**src/design/dcrv_pkg.sv**
```systemverilog
// Shared widths, codes and control structs for the running variance block.
// No dependencies; imported by the lane, square root and top-level modules.
package dcrv_pkg;

  localparam int DATA_W    = 16;
  localparam int LIMIT_W   = 15;
  localparam int FRAC_BITS = 7;
  localparam int MEAN_EXT  = 16;
  localparam int MEAN_W    = DATA_W + MEAN_EXT;
  localparam int DELTA_W   = MEAN_W + 1;
  localparam int MAG_W     = MEAN_W;
  localparam int PROD_W    = 2 * MAG_W;
  localparam int M2_W      = 48;
  localparam int ROOT_W    = M2_W / 2;
  localparam int SQ_REM_W  = ROOT_W + 2;
  localparam int CFG_IDX_W = 2;

  // Outlier limit after reset: 25 degrees
  localparam logic [LIMIT_W-1:0] LIMIT_RESET = LIMIT_W'(25 << FRAC_BITS);

  typedef enum logic [1:0] {
    FUNC_SAMPLE = 2'd0,
    FUNC_FINISH = 2'd1,
    FUNC_CLEAR  = 2'd2,
    FUNC_NOP    = 2'd3
  } func_t;

  typedef enum logic [CFG_IDX_W-1:0] {
    CFG_OFFSET_PITCH  = 2'd0,
    CFG_OFFSET_ROLL   = 2'd1,
    CFG_OUTLIER_LIMIT = 2'd2
  } cfg_reg_t;

  // Command from the sequencer to one channel lane
  typedef struct packed {
    logic clr;
    logic upd;
    logic fin;
  } lane_cmd_t;

  // Status from one channel lane back to the sequencer
  typedef struct packed {
    logic                     done;
    logic signed [MEAN_W-1:0] mean;
    logic [DATA_W-1:0]        dev;
  } lane_stat_t;

endpackage

```
**src/design/dual_channel_running_variance.sv**
```systemverilog
// Top level: input capture, differential angles, outlier and count checks,
// result register and configuration. Uses dcrv_pkg and two dcrv_lane.
//
//   channel  dir  handshake           beat contents
//   in_      in   in_valid/in_stall   func, head and vehicle pitch/roll
//   out_     out  out_valid/out_stall flags, count, means, deviations
//   cfg_     in   cfg_valid/cfg_ready register index and write data
//
// A counted sample passes through the lane's serial divider and multiplier before its
// result shows, and a finish also through the divider and square root (not at a count of
// at most one); a clear, no-op or other uncounted sample goes straight to the result
// register.
// Reset (rst_n low, synchronous) empties the accumulators and loads the register
// defaults. A stalled result holds while the next beat is taken; cfg_ready is high.
module dual_channel_running_variance
  import dcrv_pkg::*;
#(
  parameter int COUNT_BITS = 16
) (
  input  logic                 clk,
  input  logic                 rst_n,
  input  logic                 in_valid,
  output logic                 in_stall,
  input  logic [1:0]           in_func,
  input  logic [DATA_W-1:0]    in_hat_pitch,
  input  logic [DATA_W-1:0]    in_hat_roll,
  input  logic [DATA_W-1:0]    in_car_pitch,
  input  logic [DATA_W-1:0]    in_car_roll,
  output logic                 out_valid,
  input  logic                 out_stall,
  output logic                 out_accepted,
  output logic                 out_rejected_full,
  output logic [DATA_W-1:0]    out_sample_count,
  output logic [DATA_W-1:0]    out_mean_pitch,
  output logic [DATA_W-1:0]    out_mean_roll,
  output logic [DATA_W-1:0]    out_std_pitch,
  output logic [DATA_W-1:0]    out_std_roll,
  output logic                 out_finished,
  input  logic                 cfg_valid,
  output logic                 cfg_ready,
  input  logic [CFG_IDX_W-1:0] cfg_index,
  input  logic [DATA_W-1:0]    cfg_data
);

  typedef enum logic [1:0] {
    S_IDLE,
    S_ISSUE,
    S_WAIT,
    S_RESULT
  } seq_state_t;

  // head - vehicle - offset, saturated to the signed data range
  function automatic logic [DATA_W-1:0] diff_sat(input logic [DATA_W-1:0] hat,
                                                 input logic [DATA_W-1:0] car,
                                                 input logic [DATA_W-1:0] ofs);
    logic [DATA_W+1:0] d;
    d = {{2{hat[DATA_W-1]}}, hat} - {{2{car[DATA_W-1]}}, car}
        - {{2{ofs[DATA_W-1]}}, ofs};
    if (d[DATA_W+1:DATA_W-1] == 3'b000 || d[DATA_W+1:DATA_W-1] == 3'b111) begin
      return d[DATA_W-1:0];
    end else if (d[DATA_W+1]) begin
      return {1'b1, {(DATA_W-1){1'b0}}};
    end else begin
      return {1'b0, {(DATA_W-1){1'b1}}};
    end
  endfunction

  // Drop the extra mean fraction bits, rounding half up
  function automatic logic [DATA_W-1:0] mean_round(input logic [MEAN_W-1:0] m);
    logic [MEAN_W-1:0] s;
    s = m + MEAN_W'(1 << (MEAN_EXT - 1));
    return s[MEAN_W-1:MEAN_EXT];
  endfunction

  seq_state_t            state_r, state_nxt;
  func_t                 func_r, func_nxt;
  logic [DATA_W-1:0]     hat_p_r, hat_p_nxt;
  logic [DATA_W-1:0]     hat_r_r, hat_r_nxt;
  logic [DATA_W-1:0]     car_p_r, car_p_nxt;
  logic [DATA_W-1:0]     car_r_r, car_r_nxt;
  logic [COUNT_BITS-1:0] count_r, count_nxt;
  logic                  acc_r, acc_nxt;
  logic                  full_r, full_nxt;
  logic                  fin_r, fin_nxt;
  logic                  done_p_r, done_p_nxt;
  logic                  done_q_r, done_q_nxt;
  logic                  out_valid_r, out_valid_nxt;
  logic                  out_acc_r, out_acc_nxt;
  logic                  out_full_r, out_full_nxt;
  logic [DATA_W-1:0]     out_cnt_r, out_cnt_nxt;
  logic [DATA_W-1:0]     out_mp_r, out_mp_nxt;
  logic [DATA_W-1:0]     out_mr_r, out_mr_nxt;
  logic [DATA_W-1:0]     out_sp_r, out_sp_nxt;
  logic [DATA_W-1:0]     out_sr_r, out_sr_nxt;
  logic                  out_fin_r, out_fin_nxt;

  logic [DATA_W-1:0]     ofs_p_r;
  logic [DATA_W-1:0]     ofs_r_r;
  logic [LIMIT_W-1:0]    limit_r;

  logic [DATA_W-1:0]     dp;
  logic [DATA_W-1:0]     dr;
  logic [DATA_W:0]       dp_ext;
  logic [DATA_W:0]       dp_mag;
  logic                  count_full;
  logic                  is_sample;
  logic                  take;
  logic                  out_load;
  lane_cmd_t             lane_cmd;
  lane_stat_t            stat_p;
  lane_stat_t            stat_q;

  dcrv_lane #(
    .COUNT_BITS (COUNT_BITS)
  ) u_lane_pitch (
    .clk   (clk),
    .rst_n (rst_n),
    .cmd   (lane_cmd),
    .x     (dp),
    .n     (count_nxt),
    .stat  (stat_p)
  );

  dcrv_lane #(
    .COUNT_BITS (COUNT_BITS)
  ) u_lane_roll (
    .clk   (clk),
    .rst_n (rst_n),
    .cmd   (lane_cmd),
    .x     (dr),
    .n     (count_nxt),
    .stat  (stat_q)
  );

  // Differential angles and the acceptance decision
  always_comb begin
    dp         = diff_sat(hat_p_r, car_p_r, ofs_p_r);
    dr         = diff_sat(hat_r_r, car_r_r, ofs_r_r);
    dp_ext     = {dp[DATA_W-1], dp};
    dp_mag     = dp_ext[DATA_W] ? (~dp_ext + (DATA_W+1)'(1)) : dp_ext;
    count_full = &count_r;
    is_sample  = (func_r == FUNC_SAMPLE) || (func_r == FUNC_FINISH);
    take       = is_sample && !count_full && (dp_mag <= (DATA_W+1)'(limit_r));
  end

  // Sequencer and result register
  always_comb begin
    state_nxt     = state_r;
    func_nxt      = func_r;
    hat_p_nxt     = hat_p_r;
    hat_r_nxt     = hat_r_r;
    car_p_nxt     = car_p_r;
    car_r_nxt     = car_r_r;
    count_nxt     = count_r;
    acc_nxt       = acc_r;
    full_nxt      = full_r;
    fin_nxt       = fin_r;
    done_p_nxt    = done_p_r;
    done_q_nxt    = done_q_r;
    out_acc_nxt   = out_acc_r;
    out_full_nxt  = out_full_r;
    out_cnt_nxt   = out_cnt_r;
    out_mp_nxt    = out_mp_r;
    out_mr_nxt    = out_mr_r;
    out_sp_nxt    = out_sp_r;
    out_sr_nxt    = out_sr_r;
    out_fin_nxt   = out_fin_r;
    lane_cmd      = '0;
    out_load      = (state_r == S_RESULT) && (!out_valid_r || !out_stall);
    out_valid_nxt = out_load ? 1'b1 : (out_valid_r && out_stall);

    unique case (state_r)
      S_IDLE: begin
        if (in_valid) begin
          func_nxt  = func_t'(in_func);
          hat_p_nxt = in_hat_pitch;
          hat_r_nxt = in_hat_roll;
          car_p_nxt = in_car_pitch;
          car_r_nxt = in_car_roll;
          state_nxt = S_ISSUE;
        end
      end
      S_ISSUE: begin
        acc_nxt    = take;
        full_nxt   = is_sample && count_full;
        fin_nxt    = (func_r == FUNC_FINISH);
        done_p_nxt = 1'b0;
        done_q_nxt = 1'b0;
        state_nxt  = S_RESULT;
        unique case (func_r) inside
          FUNC_SAMPLE, FUNC_FINISH: begin
            if (take) begin
              count_nxt = count_r + COUNT_BITS'(1);
            end
            lane_cmd.upd = take;
            lane_cmd.fin = (func_r == FUNC_FINISH);
            if (take || (func_r == FUNC_FINISH)) begin
              state_nxt = S_WAIT;
            end
          end
          FUNC_CLEAR: begin
            count_nxt    = '0;
            lane_cmd.clr = 1'b1;
          end
          default: begin
          end
        endcase
      end
      S_WAIT: begin
        done_p_nxt = done_p_r || stat_p.done;
        done_q_nxt = done_q_r || stat_q.done;
        if ((done_p_r || stat_p.done) && (done_q_r || stat_q.done)) begin
          state_nxt = S_RESULT;
        end
      end
      S_RESULT: begin
        if (out_load) begin
          out_acc_nxt  = acc_r;
          out_full_nxt = full_r;
          out_cnt_nxt  = DATA_W'(count_r);
          out_mp_nxt   = mean_round(stat_p.mean);
          out_mr_nxt   = mean_round(stat_q.mean);
          out_sp_nxt   = fin_r ? stat_p.dev : '0;
          out_sr_nxt   = fin_r ? stat_q.dev : '0;
          out_fin_nxt  = fin_r;
          state_nxt    = S_IDLE;
        end
      end
      default: begin
        state_nxt = S_IDLE;
      end
    endcase
  end

  always_ff @(posedge clk) begin
    if (!rst_n) begin
      state_r     <= S_IDLE;
      count_r     <= '0;
      out_valid_r <= 1'b0;
      done_p_r    <= 1'b0;
      done_q_r    <= 1'b0;
    end else begin
      state_r     <= state_nxt;
      count_r     <= count_nxt;
      out_valid_r <= out_valid_nxt;
      done_p_r    <= done_p_nxt;
      done_q_r    <= done_q_nxt;
      func_r      <= func_nxt;
      hat_p_r     <= hat_p_nxt;
      hat_r_r     <= hat_r_nxt;
      car_p_r     <= car_p_nxt;
      car_r_r     <= car_r_nxt;
      acc_r       <= acc_nxt;
      full_r      <= full_nxt;
      fin_r       <= fin_nxt;
      out_acc_r   <= out_acc_nxt;
      out_full_r  <= out_full_nxt;
      out_cnt_r   <= out_cnt_nxt;
      out_mp_r    <= out_mp_nxt;
      out_mr_r    <= out_mr_nxt;
      out_sp_r    <= out_sp_nxt;
      out_sr_r    <= out_sr_nxt;
      out_fin_r   <= out_fin_nxt;
    end
  end

  // Configuration writes; an unused index is dropped
  always_ff @(posedge clk) begin
    if (!rst_n) begin
      ofs_p_r <= '0;
      ofs_r_r <= '0;
      limit_r <= LIMIT_RESET;
    end else if (cfg_valid && cfg_ready) begin
      unique case (cfg_index)
        CFG_OFFSET_PITCH:  ofs_p_r <= cfg_data;
        CFG_OFFSET_ROLL:   ofs_r_r <= cfg_data;
        CFG_OUTLIER_LIMIT: limit_r <= cfg_data[LIMIT_W-1:0];
        default: begin
        end
      endcase
    end
  end

  assign cfg_ready         = 1'b1;
  assign in_stall          = (state_r != S_IDLE);
  assign out_valid         = out_valid_r;
  assign out_accepted      = out_acc_r;
  assign out_rejected_full = out_full_r;
  assign out_sample_count  = out_cnt_r;
  assign out_mean_pitch    = out_mp_r;
  assign out_mean_roll     = out_mr_r;
  assign out_std_pitch     = out_sp_r;
  assign out_std_roll      = out_sr_r;
  assign out_finished      = out_fin_r;

endmodule

```
**src/design/dcrv_divider.sv**
```systemverilog
// Bit-serial restoring divider, one quotient bit per cycle, MSB first.
// Standalone; used by dcrv_lane for the mean step and the variance.
module dcrv_divider #(
  parameter int NUM_W = 48,
  parameter int DEN_W = 16
) (
  input  logic                         clk,
  input  logic                         rst_n,
  input  logic                         start,
  input  logic [$clog2(NUM_W+1)-1:0]   len,
  input  logic [NUM_W-1:0]             num,
  input  logic [DEN_W-1:0]             den,
  output logic                         done,
  output logic [NUM_W-1:0]             quo
);

  localparam int CNT_W = $clog2(NUM_W + 1);

  logic [DEN_W-1:0] rem_r, rem_nxt;
  logic [NUM_W-1:0] quo_r, quo_nxt;
  logic [DEN_W-1:0] den_r, den_nxt;
  logic [CNT_W-1:0] cnt_r, cnt_nxt;
  logic             busy_r, busy_nxt;
  logic             done_r, done_nxt;
  logic [DEN_W:0]   shifted;
  logic [DEN_W:0]   diff;

  // One restoring step: shift in the next numerator bit, try to subtract
  always_comb begin
    shifted  = {rem_r, quo_r[NUM_W-1]};
    diff     = shifted - {1'b0, den_r};
    rem_nxt  = rem_r;
    quo_nxt  = quo_r;
    den_nxt  = den_r;
    cnt_nxt  = cnt_r;
    busy_nxt = busy_r;
    done_nxt = 1'b0;
    if (start) begin
      rem_nxt  = '0;
      quo_nxt  = num;
      den_nxt  = den;
      cnt_nxt  = len;
      busy_nxt = 1'b1;
    end else if (busy_r) begin
      if (shifted >= {1'b0, den_r}) begin
        rem_nxt = diff[DEN_W-1:0];
        quo_nxt = {quo_r[NUM_W-2:0], 1'b1};
      end else begin
        rem_nxt = shifted[DEN_W-1:0];
        quo_nxt = {quo_r[NUM_W-2:0], 1'b0};
      end
      cnt_nxt = cnt_r - CNT_W'(1);
      if (cnt_r == CNT_W'(1)) begin
        busy_nxt = 1'b0;
        done_nxt = 1'b1;
      end
    end
  end

  always_ff @(posedge clk) begin
    if (!rst_n) begin
      busy_r <= 1'b0;
      done_r <= 1'b0;
      cnt_r  <= '0;
    end else begin
      busy_r <= busy_nxt;
      done_r <= done_nxt;
      cnt_r  <= cnt_nxt;
      rem_r  <= rem_nxt;
      quo_r  <= quo_nxt;
      den_r  <= den_nxt;
    end
  end

  assign done = done_r;
  assign quo  = quo_r;

endmodule

```
**src/design/dcrv_sqrt.sv**
```systemverilog
// Digit-serial integer square root, two radicand bits per cycle.
// Depends on dcrv_pkg for the radicand and root widths.
module dcrv_sqrt
  import dcrv_pkg::*;
(
  input  logic              clk,
  input  logic              rst_n,
  input  logic              start,
  input  logic [M2_W-1:0]   rad,
  output logic              done,
  output logic [ROOT_W-1:0] root
);

  localparam int CNT_W = $clog2(ROOT_W + 1);

  logic [M2_W-1:0]     rad_r, rad_nxt;
  logic [SQ_REM_W-1:0] rem_r, rem_nxt;
  logic [ROOT_W-1:0]   root_r, root_nxt;
  logic [CNT_W-1:0]    cnt_r, cnt_nxt;
  logic                busy_r, busy_nxt;
  logic                done_r, done_nxt;
  logic [SQ_REM_W-1:0] rem_sh;
  logic [SQ_REM_W-1:0] trial;

  // Bring down the next digit and try the trial subtrahend 4r+1
  always_comb begin
    rem_sh   = {rem_r[SQ_REM_W-3:0], rad_r[M2_W-1 -: 2]};
    trial    = {root_r, 2'b01};
    rad_nxt  = rad_r;
    rem_nxt  = rem_r;
    root_nxt = root_r;
    cnt_nxt  = cnt_r;
    busy_nxt = busy_r;
    done_nxt = 1'b0;
    if (start) begin
      rad_nxt  = rad;
      rem_nxt  = '0;
      root_nxt = '0;
      cnt_nxt  = CNT_W'(ROOT_W);
      busy_nxt = 1'b1;
    end else if (busy_r) begin
      rad_nxt = {rad_r[M2_W-3:0], 2'b00};
      if (rem_sh >= trial) begin
        rem_nxt  = rem_sh - trial;
        root_nxt = {root_r[ROOT_W-2:0], 1'b1};
      end else begin
        rem_nxt  = rem_sh;
        root_nxt = {root_r[ROOT_W-2:0], 1'b0};
      end
      cnt_nxt = cnt_r - CNT_W'(1);
      if (cnt_r == CNT_W'(1)) begin
        busy_nxt = 1'b0;
        done_nxt = 1'b1;
      end
    end
  end

  always_ff @(posedge clk) begin
    if (!rst_n) begin
      busy_r <= 1'b0;
      done_r <= 1'b0;
      cnt_r  <= '0;
    end else begin
      busy_r <= busy_nxt;
      done_r <= done_nxt;
      cnt_r  <= cnt_nxt;
      rad_r  <= rad_nxt;
      rem_r  <= rem_nxt;
      root_r <= root_nxt;
    end
  end

  assign done = done_r;
  assign root = root_r;

endmodule

```
**src/design/dcrv_lane.sv**
```systemverilog
// One channel of the running statistics: mean and M2 accumulators, the
// Welford update and the deviation. Uses dcrv_pkg, dcrv_divider, dcrv_sqrt.
module dcrv_lane
  import dcrv_pkg::*;
#(
  parameter int COUNT_BITS = 16
) (
  input  logic                    clk,
  input  logic                    rst_n,
  input  lane_cmd_t               cmd,
  input  logic [DATA_W-1:0]       x,
  input  logic [COUNT_BITS-1:0]   n,
  output lane_stat_t              stat
);

  localparam int DIV_CNT_W = $clog2(M2_W + 1);
  localparam int MCNT_W    = $clog2(MAG_W);

  typedef enum logic [2:0] {
    L_IDLE,
    L_DIVM,
    L_AFT,
    L_MUL,
    L_M2,
    L_FIN,
    L_DIVV,
    L_SQRT
  } lane_state_t;

  lane_state_t           state_r, state_nxt;
  logic [MEAN_W-1:0]     mean_r, mean_nxt;
  logic [M2_W-1:0]       m2_r, m2_nxt;
  logic [DATA_W-1:0]     x_r, x_nxt;
  logic                  neg_r, neg_nxt;
  logic [MAG_W-1:0]      mag_r, mag_nxt;
  logic [PROD_W-1:0]     prod_r, prod_nxt;
  logic [MCNT_W-1:0]     mcnt_r, mcnt_nxt;
  logic [COUNT_BITS-1:0] n_r, n_nxt;
  logic                  fin_r, fin_nxt;
  logic [DATA_W-1:0]     dev_r, dev_nxt;
  logic                  done_r, done_nxt;

  logic                  div_start;
  logic [DIV_CNT_W-1:0]  div_len;
  logic [M2_W-1:0]       div_num;
  logic [COUNT_BITS-1:0] div_den;
  logic                  div_done;
  logic [M2_W-1:0]       div_quo;
  logic                  sq_start;
  logic                  sq_done;
  logic [ROOT_W-1:0]     sq_root;

  logic [DATA_W-1:0]     x_sel;
  logic [MEAN_W-1:0]     xs;
  logic [DELTA_W-1:0]    delta;
  logic [DELTA_W-1:0]    delta_neg;
  logic [MAG_W-1:0]      delta_mag;
  logic [DELTA_W-1:0]    step_q;
  logic [DELTA_W-1:0]    mean_sum;
  logic [MAG_W:0]        msum;
  logic [MAG_W:0]        p_wide;
  logic [M2_W:0]         m2_sum;
  logic [M2_W-1:0]       m2_upd;

  dcrv_divider #(
    .NUM_W (M2_W),
    .DEN_W (COUNT_BITS)
  ) u_div (
    .clk   (clk),
    .rst_n (rst_n),
    .start (div_start),
    .len   (div_len),
    .num   (div_num),
    .den   (div_den),
    .done  (div_done),
    .quo   (div_quo)
  );

  dcrv_sqrt u_sqrt (
    .clk   (clk),
    .rst_n (rst_n),
    .start (sq_start),
    .rad   (div_quo),
    .done  (sq_done),
    .root  (sq_root)
  );

  // Datapath: distance of the sample from the mean, mean step, M2 step
  always_comb begin
    x_sel     = (state_r == L_IDLE) ? x : x_r;
    xs        = {x_sel, {MEAN_EXT{1'b0}}};
    delta     = {xs[MEAN_W-1], xs} - {mean_r[MEAN_W-1], mean_r};
    delta_neg = ~delta + DELTA_W'(1);
    delta_mag = delta[DELTA_W-1] ? delta_neg[MAG_W-1:0] : delta[MAG_W-1:0];

    // Quotient is truncated toward zero, so apply the sign afterwards
    step_q    = {1'b0, div_quo[MAG_W-1:0]};
    if (neg_r) begin
      step_q = ~step_q + DELTA_W'(1);
    end
    mean_sum  = {mean_r[MEAN_W-1], mean_r} + step_q;

    // Shift-add multiply: add the multiplicand when the low bit is set
    msum      = {1'b0, prod_r[PROD_W-1:MAG_W]} + (prod_r[0] ? {1'b0, mag_r} : '0);

    // Round the product half up, then accumulate with saturation
    p_wide    = {1'b0, prod_r[PROD_W-1:MAG_W]} + {{MAG_W{1'b0}}, prod_r[MAG_W-1]};
    m2_sum    = {1'b0, m2_r} + (M2_W+1)'(p_wide[MAG_W-1:0]);
    m2_upd    = m2_sum[M2_W] ? '1 : m2_sum[M2_W-1:0];
  end

  // Sequencer for a clear, one update and optional deviation
  always_comb begin
    state_nxt = state_r;
    mean_nxt  = mean_r;
    m2_nxt    = m2_r;
    x_nxt     = x_r;
    neg_nxt   = neg_r;
    mag_nxt   = mag_r;
    prod_nxt  = prod_r;
    mcnt_nxt  = mcnt_r;
    n_nxt     = n_r;
    fin_nxt   = fin_r;
    dev_nxt   = dev_r;
    done_nxt  = 1'b0;
    div_start = 1'b0;
    div_len   = DIV_CNT_W'(MAG_W);
    div_num   = {delta_mag, {(M2_W-MAG_W){1'b0}}};
    div_den   = n;
    sq_start  = 1'b0;
    unique case (state_r)
      L_IDLE: begin
        if (cmd.clr) begin
          mean_nxt = '0;
          m2_nxt   = '0;
        end else if (cmd.upd) begin
          x_nxt     = x;
          neg_nxt   = delta[DELTA_W-1];
          mag_nxt   = delta_mag;
          n_nxt     = n;
          fin_nxt   = cmd.fin;
          div_start = 1'b1;
          state_nxt = L_DIVM;
        end else if (cmd.fin) begin
          n_nxt     = n;
          fin_nxt   = 1'b1;
          state_nxt = L_FIN;
        end
      end
      L_DIVM: begin
        if (div_done) begin
          mean_nxt  = mean_sum[MEAN_W-1:0];
          state_nxt = L_AFT;
        end
      end
      L_AFT: begin
        // Distance from the new mean is the multiplier
        prod_nxt  = {{MAG_W{1'b0}}, delta_mag};
        mcnt_nxt  = '0;
        state_nxt = L_MUL;
      end
      L_MUL: begin
        prod_nxt = {msum, prod_r[MAG_W-1:1]};
        mcnt_nxt = mcnt_r + MCNT_W'(1);
        if (mcnt_r == MCNT_W'(MAG_W - 1)) begin
          state_nxt = L_M2;
        end
      end
      L_M2: begin
        m2_nxt = m2_upd;
        if (fin_r) begin
          state_nxt = L_FIN;
        end else begin
          done_nxt  = 1'b1;
          state_nxt = L_IDLE;
        end
      end
      L_FIN: begin
        if (n_r <= COUNT_BITS'(1)) begin
          dev_nxt   = '0;
          done_nxt  = 1'b1;
          state_nxt = L_IDLE;
        end else begin
          div_start = 1'b1;
          div_len   = DIV_CNT_W'(M2_W);
          div_num   = m2_r;
          div_den   = n_r - COUNT_BITS'(1);
          state_nxt = L_DIVV;
        end
      end
      L_DIVV: begin
        if (div_done) begin
          sq_start  = 1'b1;
          state_nxt = L_SQRT;
        end
      end
      L_SQRT: begin
        if (sq_done) begin
          dev_nxt   = (|sq_root[ROOT_W-1:DATA_W]) ? '1 : sq_root[DATA_W-1:0];
          done_nxt  = 1'b1;
          state_nxt = L_IDLE;
        end
      end
      default: begin
        state_nxt = L_IDLE;
      end
    endcase
  end

  always_ff @(posedge clk) begin
    if (!rst_n) begin
      state_r <= L_IDLE;
      mean_r  <= '0;
      m2_r    <= '0;
      done_r  <= 1'b0;
      dev_r   <= '0;
    end else begin
      state_r <= state_nxt;
      mean_r  <= mean_nxt;
      m2_r    <= m2_nxt;
      done_r  <= done_nxt;
      dev_r   <= dev_nxt;
      x_r     <= x_nxt;
      neg_r   <= neg_nxt;
      mag_r   <= mag_nxt;
      prod_r  <= prod_nxt;
      mcnt_r  <= mcnt_nxt;
      n_r     <= n_nxt;
      fin_r   <= fin_nxt;
    end
  end

  assign stat.done = done_r;
  assign stat.mean = mean_r;
  assign stat.dev  = dev_r;

endmodule

```
**config.mk**
```make
export PLATFORM = sky130hd
export DESIGN_NAME = dual_channel_running_variance
export DESIGN_NICKNAME = d
export VERILOG_FILES = /design/src/design/dcrv_pkg.sv /design/src/design/dual_channel_running_variance.sv /design/src/design/dcrv_divider.sv /design/src/design/dcrv_sqrt.sv /design/src/design/dcrv_lane.sv
export SDC_FILE = /design/constraint.sdc
export NUM_CORES = 2
export LEC_CHECK = 0
export BUFFER_PORTS_ARGS = -buffer_cell sky130_fd_sc_hd__buf_2
export CAP_MARGIN = 25
export CORE_AREA = 5 5 329 331
export CTS_CLUSTER_SIZE = 16
export DETAILED_ROUTE_END_ITERATION = 12
export DIE_AREA = 0 0 334 336
export HOLD_SLACK_MARGIN = 0.06
export PLACE_DENSITY = 0.83
export SYNTH_ARGS = -nofsm -noshare
export SYNTH_HDL_FRONTEND = slang
export SYNTH_HIERARCHICAL = 1
export SYNTH_SLANG_ARGS = --single-unit
export TNS_END_PERCENT = 50
```
**constraint.sdc**
```tcl
create_clock -name clk -period 17.4 [get_ports clk]
set_clock_uncertainty 0.2 [all_clocks]
set_input_delay 0.87 -clock clk [delete_from_list [all_inputs] [get_ports clk]]
set_output_delay 0.87 -clock clk [all_outputs]
set_load 0.05 [all_outputs]
```
Yosys cells after proc, flatten, opt, wreduce, memory -nomap -nowiden

Index checks and enable logic that the tools add are counted.

Add/subtract/negate cells: 34
Bitwise operators: 11
Equal/unequal tests: 48
Reduce and logical (&&, ||, !) cells: 75
Muxes and demuxes: 147
$lt $le $gt $ge: 7

Operators with widths:

| cell                     | number |
|---|---|
| $mux W48                 | 15 |
| $mux W16                 | 24 |
| $mux W32                 | 9 |
| $pmux W64 S2             | 2 |
| $pmux W48 S2             | 2 |
| $mux W24                 | 6 |
| $add A32 B1 Y32 const B  | 4 |
| $not A32 Y32             | 4 |
| $pmux W32 S2             | 2 |
| $add A48 B32 Y49         | 2 |
| $pmux W16 S2             | 3 |
| $add A32 B33 Y33         | 2 |
| $sub A32 B32 Y33         | 2 |
| $add A32 B1 Y32          | 2 |
| $add A32 B16 Y32 const B | 2 |
| $add A32 B32 Y32         | 2 |
| $ge A26 B26 Y1           | 2 |
| $mux W3                  | 16 |
| $pmux W3 S8              | 2 |
| $sub A24 B24 Y24         | 2 |
| $mux W1                  | 40 |
| $mux W6                  | 6 |
| $sub A17 B16 Y18         | 2 |
| $ge A17 B16 Y1           | 2 |
| other kinds (45)         | 167 |

Output and inout bits: 86
Register bits after elaboration: 1,072
Input bits: 89

Longest topological paths before layout

Depth after elaboration: 17
Gate-level depth with buffers: 36
Mapped depth without buffers: 33

Hierarchy

The synthesis kept the hierarchy.

Modules (own cells, without submodules):

| module                             | cells an instance | area each (µm²) | times used |
|---|---|---|---|
| dcrv_lane                          | 2,091             | 17,767.0        | 2 |
| dual_channel_running_variance      | 1,194             | 12,305.6        | 1 |
| dcrv_sqrt at u_lane_pitch.u_sqrt   | 501               | 5,733.0         | 1 |
| dcrv_sqrt at u_lane_roll.u_sqrt    | 475               | 5,602.9         | 1 |
| dcrv_divider at u_lane_roll.u_div  | 368               | 4,672.0         | 1 |
| dcrv_divider at u_lane_pitch.u_div | 366               | 4,605.7         | 1 |

Worst setup path before layout

Ideal clock, no wire load.

Path type: flip-flop to flip-flop
From: reg hat_p_r[6]
To: reg u_lane_pitch.mag_r[0], enable pin
Stages on the path, launching flop included: 27
Clock period less this slack: 10.033 ns
Required time: 16.674 ns
Path slack: 7.367 ns
Data arrival time: 9.306 ns
Path buffers: 3
Cells stage by stage: edfxtp_1 -> fa_1 -> ha_1 -> buf_2 -> a211oi_1 -> o21bai_1 -> a21o_1 -> o2bb2ai_1 -> xor2_2 -> o31a_4 -> clkbuf_1 -> o21a_1 -> ha_1 -> clkbuf_1 -> o21ai_0 -> nor3_1 -> a2bb2oi_1 -> ha_1 -> a21o_1 -> a21o_1 -> a21oi_1 -> nand3_1 -> a311o_1 -> a211oi_4 -> and2_1 -> nand2_1 -> nor3b_1

RTL lines:

| element                | RTL line                             | RTL |
|---|---|---|
| start, declared        | dual_channel_running_variance.sv:77  | `logic [DATA_W-1:0] hat_p_r, hat_p_nxt;` |
| start signal, assigned | dual_channel_running_variance.sv:249 | `hat_p_r <= hat_p_nxt;` |
| end signal, assigned   | dcrv_lane.sv:225                     | `mag_r <= mag_nxt;` |
| end, declared          | dcrv_lane.sv:35                      | `logic [MAG_W-1:0] mag_r, mag_nxt;` |

==> impl_metrics.ini <==
[status]
status = complete, no violations

[synth]
synth_warnings = 6
avgSynthCellArea_sq_um = 9.66
syn-cell-area_sq_um = 68400
synthCells = 7084

[floorplanning]
pin_count = 175
die-height_microns = 336
die_w_microns = 334
core-area_sq_um = 105000
die_area_sq_um = 112000
num_rows = 119
initial_utilization_pct = 65.3

[global_route]
antenna_found_initial = 1
grt_max_degree = 81
grt_pass1_vias = 52700
grt_pass1_wl_mm = 284
grtUsageTotal_pct = 30.9
grt_overflow = 0

[clocking]
post_cts_buffers = 0
clock-sinks = 1072
cts_root_buf = clkbuf_16
tritoncts = yes
clockBufferDepth = 3
cts-buffers-inserted = 113
cts_resized = 0
clk_pin_slew_ns = 0.06
clkLatencyLatePin_ns = 0.72
hold_buffers = 0
htree_num_levels = 3

[timing]
drv_slew = 0
rsz0062_at_grt = false
setup_violations = 0
max_freq_mhz = 102
min_period_ns = 9.78
fin_crit_sh_pct = 56.2
worst_slew_pin_slew_ns = 1.08
tns_ns = 0
final-hold-violation-count = 0
slew_headroom_pct = 27.8

[power_and_ir_drop]
p_clk_share_pct = 22.1
switching_power_w = 0.00461
power_frac_seq_pct = 31.0
p_leak_nw = 29.2
p_comb_share_pct = 46.9
p_per_area_nw_per_um2 = 151
switching_share_pct = 41.1
peakVddDrop_mv = 0.184
p_int_w = 0.00661
power_w = 0.0112

[route]
ant_nets = 0
vias = 55100
vias_per_cell = 6.37
drtPass1Iterations = 8
wl_per_cell_microns = 20.7
drc = 0
totalWireLength_mm = 179
drtIter0Drc = 6132

[worst_hold_path]
hold_path_class = in -> reg

[final_layout]
diodes = 0
syn_to_final_growth_pct = 8.70
drive_gt1_share_pct = 11.3
nNetsFinal = 7669
n_fill_cell = 7664

[placement]
io_buffers = 173
dp_hpwl_mm = 130
gp_congestion = 0.969

[worst_setup_path]
arrival_ns = 9.91
endpoint_kind = flip-flop
cp_max_fo = 73
required_ns = 17.53
start_kind = flip-flop
cp_slowest_stage_delay_ns = 0.69
crit_type = reg -> reg
cp_slowest_cell = buf_4

[job]
cap_viol_max_count = 0
## per-stage QoR
step                worst slack (ns)  instance area, sq um  utilization [%]  std cells  hold slack (ns)
global route                    6.96                 74400             71.0       8644            0.104
detailed placement              7.80                 70500             67.3       8424            0.219
finish                          7.62                 74400             71.0       8644            0.129
floorplan                       7.37                 68500                -       7090            0.200
CTS                             7.78                 74300             70.9       8639           0.0915
global placement                7.99                 70500             67.2       8422            0.216
## placed cells by master, fill, tap and decap left out, types with 92 or more instances in the layout
cell,instances
dfxtp_1,298
nor2_1,588
nor2b_1,95
a21o_1,153
buf_2,172
a21oi_1,400
mux2_2,271
and2_1,193
and3_1,92
xnor2_1,337
nand2_1,670
xor2_1,197
o21ai_0,464
a21boi_0,93
edfxtp_1,774
inv_1,374
clkbuf_16,116
nand3_1,141
ha_1,387
nor3_1,105
## final cells by class
cell class	count	area (sq um)	area share, %
repair buffers	231	1350	1.81
clock buffers	156	3200	4.31
flip-flops and latches	1072	29200	39.3
clock inverters	59	623	0.838
well taps	1391	1740	2.34
multi-input cells	5358	36900	49.5
inverters	377	1420	1.90
## flip-flops by register name, indices dropped and copies added, names as in the netlist, 24 cells and up
register / flops
u_lane_pitch/prod_r: 64
u_lane_roll/prod_r: 64
u_lane_pitch/m2_r: 48
u_lane_pitch/u_div/quo: 48
u_lane_pitch/u_sqrt/rad_r: 48
u_lane_roll/m2_r: 48
u_lane_roll/u_div/quo: 48
u_lane_roll/u_sqrt/rad_r: 48
u_lane_pitch/mag_r: 32
u_lane_pitch/mean_r: 32
u_lane_roll/mag_r: 32
u_lane_roll/mean_r: 32
u_lane_pitch/u_sqrt/rem_r: 24
u_lane_pitch/u_sqrt/root: 24
u_lane_roll/u_sqrt/rem_r: 24
u_lane_roll/u_sqrt/root: 24
## path summary, 6_finish.rpt
path	start	end	slack, ns	cells after the start
max	hat_p_r[6]	u_lane_pitch/u_div/quo[1]	7.62	29
min	in_car_roll[9]	car_r_r[9]	0.13	1
max reg2reg	hat_p_r[6]	u_lane_pitch/u_div/quo[1]	7.62	29
min reg2reg	acc_r	out_accepted	0.23	0
## power by group through the flow
stage | logic (W) | clock network, W | registers, W
after floorplan | 0.00360 | 0 | 0.00345
after global placement | 0.00496 | 0 | 0.00351
after detailed placement | 0.00511 | 0 | 0.00352
after CTS | 0.00515 | 0.00251 | 0.00347
after global routing | 0.00565 | 0.00263 | 0.00350
final | 0.00526 | 0.00248 | 0.00348
## per-layer routing
layer	global-route usage, %	vias to the layer above	routed length [microns]
met5	0	-	7
met4	14.1	2	8860
met3	3.91	452	12600
met2	50.6	2300	83200
met1	41.4	26400	74600
li1	-	25900	-
## critical path: cells and delay by family, from the launching register on
family                     cells  cell delay, ns
and+or+nand+nor                6            1.50
buffers and inverters          3            1.61
DFF                            1            0.40
xor gates and xnor gates       1            0.37
adders and majority gates      4            1.63
AOI/OAI and AO/OA             15            3.56
(Power assumes the default switching activity.)
